`config.mk`:
```
export PLATFORM = sky130hd
export DESIGN_NAME = dns_response_ipv4_extractor_unit
export DESIGN_NICKNAME = d
export VERILOG_FILES = /design/src/sv/dre_pkg.sv /design/src/sv/dre_parser.sv /design/src/sv/dre_result_reg.sv /design/src/sv/dns_response_ipv4_extractor_unit.sv
export SDC_FILE = /design/constraint.sdc
export NUM_CORES = 1
export LEC_CHECK = 0
export BUFFER_PORTS_ARGS = -buffer_cell sky130_fd_sc_hd__buf_2
export CAP_MARGIN = 10
export CORE_MARGIN = 4
export CORE_UTILIZATION = 36
export DETAILED_ROUTE_END_ITERATION = 6
export GPL_TIMING_DRIVEN = 0
export PLACE_DENSITY = 0.57
export RECOVER_POWER = 100
export SLEW_MARGIN = 20
export SYNTH_ARGS = -nofsm -noshare
export SYNTH_HDL_FRONTEND = slang
export SYNTH_SLANG_ARGS = --single-unit
export TNS_END_PERCENT = 100
```
`constraint.sdc`:
```
create_clock -name clk -period 11.5 [get_ports clk]
set_clock_uncertainty 0.2 [all_clocks]
set_input_delay 1.725 -clock clk [delete_from_list [all_inputs] [get_ports clk]]
set_output_delay 1.725 -clock clk [all_outputs]
set_load 0.01 [all_outputs]
```
`src/sv/dre_pkg.sv`:
```
// Package for the DNS response IPv4 extractor: parse phases, state and result types.
// No dependencies; imported by the parser, result register and top level.
package dre_pkg;

	localparam int FC_W = 4;

	localparam logic [FC_W-1:0] HDR_LAST = FC_W'(11);
	localparam logic [FC_W-1:0] QF_LAST  = FC_W'(3);
	localparam logic [FC_W-1:0] AF_LAST  = FC_W'(9);
	localparam logic [FC_W-1:0] ADDR_BYTES = FC_W'(4);
	localparam logic [7:0]      PTR_MARK = 8'd192;
	localparam logic [15:0]     TYPE_A   = 16'd1;

	typedef enum logic [2:0] {
		PH_HEADER = 3'd0,
		PH_QNAME  = 3'd1,
		PH_QFIXED = 3'd2,
		PH_ANAME  = 3'd3,
		PH_AFIXED = 3'd4,
		PH_ADATA  = 3'd5,
		PH_DONE   = 3'd6
	} dre_phase_t;

	typedef struct packed {
		dre_phase_t      phase;
		logic [FC_W-1:0] fc;
		logic [5:0]      label_left;
		logic [15:0]     q_left;
		logic [15:0]     a_left;
		logic [15:0]     data_left;
		logic [15:0]     kind;
		logic [31:0]     cand;
		logic [31:0]     kept;
		logic            found;
	} dre_state_t;

	localparam dre_state_t STATE_RESET = '{
		PH_HEADER, {FC_W{1'b0}}, 6'd0, 16'd0, 16'd0, 16'd0, 16'd0, 32'd0, 32'd0, 1'b0
	};

	typedef struct packed {
		logic        found;
		logic [31:0] addr;
		logic        status;
	} dre_result_t;

endpackage

```
`src/sv/dre_parser.sv`:
```
// Byte-at-a-time DNS response parser state and its per-byte update.
// Depends on dre_pkg.
module dre_parser import dre_pkg::*; (
	input  logic        clk,
	input  logic        arst_n,
	input  logic        step,
	input  logic [7:0]  byte_value,
	input  logic        is_last,
	output dre_result_t result
);

	dre_state_t st_q;
	dre_state_t nx;

	logic            name_done;
	logic [FC_W-1:0] name_fc;
	logic [5:0]      name_label;
	logic            do_finish;
	logic [15:0]     a_dec;

	function automatic dre_phase_t after_q(input logic [15:0] q, input logic [15:0] a);
		dre_phase_t p;
		if (q != 16'd0)
			p = PH_QNAME;
		else if (a != 16'd0)
			p = PH_ANAME;
		else
			p = PH_DONE;
		return p;
	endfunction

	// name byte: labels, terminating zero, or two-byte pointer
	always_comb begin
		name_done  = 1'b0;
		name_fc    = st_q.fc;
		name_label = st_q.label_left;
		if (st_q.fc == FC_W'(1)) begin
			name_done = 1'b1;
			name_fc   = '0;
		end else if (st_q.label_left != 6'd0) begin
			name_label = st_q.label_left - 6'd1;
		end else if (byte_value == 8'd0) begin
			name_done = 1'b1;
		end else if (byte_value >= PTR_MARK) begin
			name_fc = FC_W'(1);
		end else begin
			name_label = byte_value[5:0];
		end
	end

	always_comb begin
		nx        = st_q;
		do_finish = 1'b0;
		case (st_q.phase)
			PH_HEADER: begin
				case (st_q.fc)
					FC_W'(4): nx.q_left = {byte_value, 8'h00};
					FC_W'(5): nx.q_left[7:0] = byte_value;
					FC_W'(6): nx.a_left = {byte_value, 8'h00};
					FC_W'(7): nx.a_left[7:0] = byte_value;
					default: ;
				endcase
				if (st_q.fc == HDR_LAST) begin
					nx.fc    = '0;
					nx.phase = after_q(nx.q_left, nx.a_left);
				end else begin
					nx.fc = st_q.fc + FC_W'(1);
				end
			end
			PH_QNAME, PH_ANAME: begin
				nx.fc         = name_fc;
				nx.label_left = name_label;
				if (name_done) begin
					nx.fc    = '0;
					nx.phase = (st_q.phase == PH_QNAME) ? PH_QFIXED : PH_AFIXED;
				end
			end
			PH_QFIXED: begin
				if (st_q.fc == QF_LAST) begin
					nx.fc     = '0;
					nx.q_left = st_q.q_left - 16'd1;
					nx.phase  = after_q(nx.q_left, st_q.a_left);
				end else begin
					nx.fc = st_q.fc + FC_W'(1);
				end
			end
			PH_AFIXED: begin
				case (st_q.fc)
					FC_W'(0): nx.kind = {byte_value, 8'h00};
					FC_W'(1): nx.kind[7:0] = byte_value;
					FC_W'(8): nx.data_left = {byte_value, 8'h00};
					FC_W'(9): nx.data_left[7:0] = byte_value;
					default: ;
				endcase
				if (st_q.fc == AF_LAST) begin
					nx.fc   = '0;
					nx.cand = 32'd0;
					if (nx.data_left == 16'd0)
						do_finish = 1'b1;
					else
						nx.phase = PH_ADATA;
				end else begin
					nx.fc = st_q.fc + FC_W'(1);
				end
			end
			PH_ADATA: begin
				if (st_q.kind == TYPE_A && st_q.fc < ADDR_BYTES) begin
					case (st_q.fc[1:0])
						2'd0: nx.cand[31:24] = byte_value;
						2'd1: nx.cand[23:16] = byte_value;
						2'd2: nx.cand[15:8]  = byte_value;
						default: nx.cand[7:0] = byte_value;
					endcase
				end
				// saturate: only the first four data bytes matter
				if (st_q.fc < ADDR_BYTES)
					nx.fc = st_q.fc + FC_W'(1);
				nx.data_left = st_q.data_left - 16'd1;
				if (nx.data_left == 16'd0)
					do_finish = 1'b1;
			end
			default: ;
		endcase

		// close one answer record
		a_dec = st_q.a_left - 16'd1;
		if (do_finish) begin
			if (nx.kind == TYPE_A) begin
				nx.kept  = nx.cand;
				nx.found = 1'b1;
			end
			nx.a_left = a_dec;
			nx.phase  = (a_dec != 16'd0) ? PH_ANAME : PH_DONE;
			nx.fc     = '0;
		end
	end

	assign result.found  = nx.found;
	assign result.addr   = nx.found ? nx.kept : 32'd0;
	assign result.status = (nx.phase != PH_DONE);

	always_ff @(posedge clk or negedge arst_n) begin
		if (!arst_n) begin
			st_q <= STATE_RESET;
		end else if (step) begin
			st_q <= is_last ? STATE_RESET : nx;
		end
	end

endmodule

```
`src/sv/dre_result_reg.sv`:
```
// Result register for the DNS response IPv4 extractor: holds one result item.
// Depends on dre_pkg.
module dre_result_reg import dre_pkg::*; (
	input  logic        clk,
	input  logic        arst_n,
	input  logic        load,
	input  dre_result_t result_in,
	input  logic        out_stall,
	output logic        out_valid,
	output logic        free,
	output logic        found,
	output logic [31:0] ipv4_address,
	output logic        status
);

	logic        out_valid_q;
	dre_result_t res_q;

	// room for a new result: empty, or current one leaves this cycle
	assign free = !out_valid_q || !out_stall;

	always_ff @(posedge clk or negedge arst_n) begin
		if (!arst_n) begin
			out_valid_q <= 1'b0;
		end else if (load) begin
			out_valid_q <= 1'b1;
		end else if (!out_stall) begin
			out_valid_q <= 1'b0;
		end
	end

	always_ff @(posedge clk) begin
		if (load) begin
			res_q <= result_in;
		end
	end

	assign out_valid    = out_valid_q;
	assign found        = res_q.found;
	assign ipv4_address = res_q.addr;
	assign status       = res_q.status;

endmodule

```
`src/sv/dns_response_ipv4_extractor_unit.sv`:
```
// Top level of the DNS response IPv4 extractor: input register, parser, result register.
// Depends on dre_pkg, dre_parser and dre_result_reg.
//
// Usage:
//   Input channel (in_valid / in_stall, byte_value, is_last) carries one packet
//   byte per item, in order; is_last marks the final byte of a packet.
//   Output channel (out_valid / out_stall, found, ipv4_address, status) carries
//   one result item per packet, produced from the byte that has is_last set.
//   An item moves at a rising edge where valid is high and stall is low.
// Throughput: one byte per cycle, back to back across packets, unless out_stall holds a last byte.
// Result path: an accepted last byte is held in the input register, and the result
//   register loads the packet's outcome when that byte advances to the parser.
// Rate is set by the input register feeding the parser's state update; every
//   byte, including a packet's last, completes in that single update.
// Reset: arst_n clears the parser to the header phase and empties the input
//   and result registers; no cleanup pass is needed.
// Stall: while a result waits under out_stall, non-last bytes keep flowing;
//   only a following last byte holds in the input register, and in_stall
//   rises until the waiting result item is taken.
module dns_response_ipv4_extractor_unit import dre_pkg::*; (
	input  logic        clk,
	input  logic        arst_n,
	input  logic        in_valid,
	output logic        in_stall,
	input  logic [7:0]  byte_value,
	input  logic        is_last,
	output logic        out_valid,
	input  logic        out_stall,
	output logic        found,
	output logic [31:0] ipv4_address,
	output logic        status
);

	logic        valid_s1;
	logic [7:0]  byte_s1;
	logic        last_s1;
	logic        adv_s1;
	logic        accept;
	logic        out_free;
	dre_result_t result;

	// a non-last byte always advances; a last byte needs room in the result register
	assign adv_s1   = valid_s1 && (!last_s1 || out_free);
	assign in_stall = valid_s1 && !adv_s1;
	assign accept   = in_valid && !in_stall;

	// input register: hold the item while stalled, refill as it advances
	always_ff @(posedge clk or negedge arst_n) begin
		if (!arst_n) begin
			valid_s1 <= 1'b0;
		end else if (accept) begin
			valid_s1 <= 1'b1;
		end else if (adv_s1) begin
			valid_s1 <= 1'b0;
		end
	end

	always_ff @(posedge clk) begin
		if (accept) begin
			byte_s1 <= byte_value;
			last_s1 <= is_last;
		end
	end

	// parser advances one byte per accepted item and restarts after the last
	dre_parser u_parser (
		.clk        (clk),
		.arst_n     (arst_n),
		.step       (adv_s1),
		.byte_value (byte_s1),
		.is_last    (last_s1),
		.result     (result)
	);

	// result register: load the packet's outcome on its last byte
	dre_result_reg u_result (
		.clk          (clk),
		.arst_n       (arst_n),
		.load         (adv_s1 && last_s1),
		.result_in    (result),
		.out_stall    (out_stall),
		.out_valid    (out_valid),
		.free         (out_free),
		.found        (found),
		.ipv4_address (ipv4_address),
		.status       (status)
	);

endmodule

```
# Yosys cells after proc, flatten, opt, wreduce, memory -nomap -nowiden
# Cells that the tools add are included.
# word_totals
out_inout_bits	36
elab_cells	157
input_bits	13
register_bits	187
# classes
add_sub_neg	5
reduce_logical	37
n_eq_ne	28
magnitude_cmp	2
muxes	68
# op_table
cell	n
$mux 142	1
$mux 8	14
$reduce_bool 16->1	5
$mux 33	2
$mux 16	4
$mux 32	2
$pmux 16 s2	2
$pmux 32 s2	1
$pmux 8 s2	4
$sub 16x1->16 const B	3
$eq 16x1->1 const B	2
$logic_not 16->1	2
$mux 4	8
$mux 3	10
$mux 6	5
$pmux 4 s5	1
$eq 4x3->1 const B	4
$mux 7	2
$eq 4x4->1 const B	3
$ne 6x3->1 const B	2
$pmux 3 s4	1
$mux 1	10
$ne 3x2->1 const B	3
$reduce_bool 3->1	3
other kinds (33)	46

# Longest topological paths before layout
# logic_depth
word_depth	10
mapped_depth	13
ltp_nobuf	10

# By module
# Synthesis repeated with hierarchy kept, for this count alone.
# unflattened
hier_cells	1139
hier_area_um2	10846.7
# modules_own_cells
mod	area_per_inst_um2	cells_each	seq_area_each_um2	n_inst
dre_parser	9439.1	1085	3553.4	1
dre_result_reg	1057.3	37	1046.0	1
dns_response_ipv4_extractor_unit	350.3	17	295.3	1

# Worst setup path before layout
# No wires, ideal clock.
# synth_path
kind	in2reg
startpoint	in out_stall
endpoint	reg u_result.res_q (netlist bit u_result.found) (enable)
t_arrival_ns	3.674
required_time_ns	10.872
setup_slack_ns	7.198
stages	4
path_cell_list	nand3_1 -> nand2_1 -> clkbuf_1 -> nor2_1
# synth_via
elab_chain_len	5
# synth_rtl
item	line	source
start, declared	dns_response_ipv4_extractor_unit.sv:28	input logic out_stall,
$logic_not 1->1	dre_result_reg.sv:20	assign free = !out_valid_q || !out_stall;
$logic_or 1x1->1	dre_result_reg.sv:20	
$logic_or 1x1->1	dns_response_ipv4_extractor_unit.sv:43	assign adv_s1 = valid_s1 && (!last_s1 || out_free);
$logic_and 1x1->1	dns_response_ipv4_extractor_unit.sv:43	
$logic_and 1x1->1	dns_response_ipv4_extractor_unit.sv:79	.load (adv_s1 && last_s1),
named net u_result.load	dre_result_reg.sv:6	input logic load,
end signal, assigned	dre_result_reg.sv:34	res_q <= result_in;
end, declared	dre_result_reg.sv:17	dre_result_t res_q;
# The timed path passes the listed nets, and every way through them passes these cells.
# A chain may end at the register's enable or synchronous reset.

==> results.txt <==
Min-delay src - u_parser.st_q[64]
Worst reg2reg path depth - 10
Average vias per placed instance - 6.01
Top Family by Delay on Critical Path - buffers and inverters
Slew Limit Headroom - -2.12
Total core area - 29100 sq um
Mapped Area - 10700 sq um
Crit-path slowest cell - clkbuf_1
Unrepaired setup endpoints after global routing - no
Post-Synthesis Cells - 1195
Global-route wire length before repair - 55100 um
Primary FF master, synth - dfrtp_1
Final Core Density - 0.413
PD cells - 178 nW/um^2
Syn_area_per_cell - 8.99 sq um
Post-synth cell types - 76
Die X-Extent - 181 um
GRT met2 Usage - 0.321
Routed len/inst - 20.9 um
Global route hottest layer - met2
Hold Vio Cnt, Final - 0
GRT overflow - 0
Commonest non-fill, non-tap cell in the layout - nand2_1
Final WL - 34600 um
WP data arrival - 5010 ps
Post-DP HPWL - 23700 um
Met1 usage - 0.303
H-tree Lvls - 4
Insertion delay to the later sink of the worst-skew pair - 470 ps
Gpl congestion - 0.973
Critical-path maximum fanout - 81
Port Buffers - 48
Yosys reg bits - 187
CTS tree - done
Row cnt - 62
Vias in the first global route - 9559
Vias - 9985
Warnings from Yosys - 0
Fin Hold WS - 288 ps
Seq/Total Area, Yosys - 0.456
Post-CTS setup buffer count - 0
DRC - 0
Fmax achieved - 174 MHz
Synth-to-Final Area Change - 12.0%
Startpoint Class - primary input
Root buffer cell - clkbuf_16
Async set-reset flop share out of synthesis - 0.770
Max-cap viol count - 2
Setup TNS - 0 ps
Critical Path Start - arst_n
Worst Path Required - 10770 ps
Initial antenna violation count - 0
Leakage - 0.00481 uW
Post-Syn Nets - 1220
Worst Hold Class - flop to flop
Number of flops mapped to enable cells by yosys - 43
Final slew viol count - 92
Worst-path clk slew - 90 ps
CP peak stage delay - 3220 ps
Post-cts resize count - 0
VDD IR-drop max - 87.4 uV
CTS Buf Count - 17
Share of layout cells above drive strength 1 - 0.0501
Worst-Margin Slew - 4680 ps
Layout Nets - 1289
R2R Path Start - u_parser.st_q[82]
All-layer global routing usage - 0.209
Pre-Repair DR Iteration Count - 5
Longest Clk Path Bufs - 2
Routed Antenna Nets - 0
Critical path, cell by cell - clkbuf_1
Hold Path Stages - 2
Crit Path Category - primary input to asynchronous set/reset pin
Worst Setup End Kind - asynchronous set/reset pin
Min Tclk post-route - 5740 ps
Worst Path Buf+Inv - 1
# setup viols final - 0
Largest net degree at the start of global routing - 82
# IOs - 49
N_diodes - 0
Crit. path cell count - 1
Commonest cells after routing, fill and taps aside - nand2_1 (152), dfrtp_1 (144), clkbuf_1 (121), o21ai_0 (109), nor2_1 (84)
1st-iter DRT viols - 1091
Met3 usage - 0.0346
Total power - 2140 uW
Initial core utilization - 0.369
Die H - 181 um
Die area - 32700 sq um
Failing checks - max-capacitance violations, max-slew violations
CTS Sinks - 187
Status - finished, violations left
Final Cycle Share - 0.499
CTS Hold Bufs - 0
## synth_stat cells (all sizes together) (22+ instances only)
cell type  instances  area [sq um]
a22oi             22           165
nand3             56           280
a21oi             58           290
nand2            152           571
inv               29           109
a22o              70           613
edfxtp            43          1290
clkbuf            76           285
o21ai            110           554
nor2              84           318
dfrtp            144          3600
nor3              39           206
## power breakdown
part | total (uW) | switching, uW | internal [uW] | leakage, uW
Combinational | 706 | 459 | 248 | 0.00209
Clock | 652 | 343 | 308 | 0.000311
Sequential | 786 | 56.8 | 729 | 0.00241
## sequential cells by signal (all words and copies together), names as in the netlist
| name | cells |
|---|---|
| byte_s1 | 8 |
| u_result.status | 1 |
| u_parser.st_q | 142 |
| u_result.ipv4_address | 32 |
| last_s1 | 1 |
| u_result.out_valid | 1 |
| valid_s1 | 1 |
| u_result.found | 1 |
## metrics by stage
stage	area [sq um]	std cells	setup WS, ps
5_1_grt	12000	1661	4730
4_1_cts	12200	1661	6650
3_3_place_gp	11500	1627	5910
6_report	12000	1661	5760
3_5_place_dp	11500	1629	6960
2_1_floorplan	10700	1195	7200
## logic make-up (layout without fill, tap and decap cells)
group / count (synthesis) / in the layout / share of synthesized area
flip-flops: 187 / 187 / 0.456
buffers and inverters: 127 / 209 / 0.0473
multiplexers: 12 / 12 / 0.0115
XOR/XNOR: 12 / 12 / 0.00978
adder cells (fa/ha/maj): 12 / 12 / 0.0140
AO/OA/AOI/OAI: 403 / 403 / 0.262
AND/OR/NAND/NOR: 442 / 442 / 0.200
## worst paths after layout
path | to | slack, ps
worst max-delay path | u_parser.st_q[91] | 5760
worst min-delay path | u_parser.st_q[64] | 290
worst max register to register | u_parser.st_q[31] | 5950
worst min register to register | u_parser.st_q[64] | 290
max in group clk | u_parser.st_q[31] | 5950
min in group asynchronous | u_parser.st_q[133] | 2730
## layer usage
metal	wire length [um]	up-vias
met4	792	2
met2	15800	394
li1	-	4620
met3	2280	54
met5	9	-
met1	15700	4915
## cell type report
type	instances	area, sq um
plain buffers	97	383
well taps	384	480
flip-flops and latches	187	4890
multi-input cells	881	5290
repair buffers	50	224
fillers	2937	17100
clock buffers	17	425
clock inverters	15	218
inverters	30	113
Note: power is estimated with default switching activity, not from simulation.
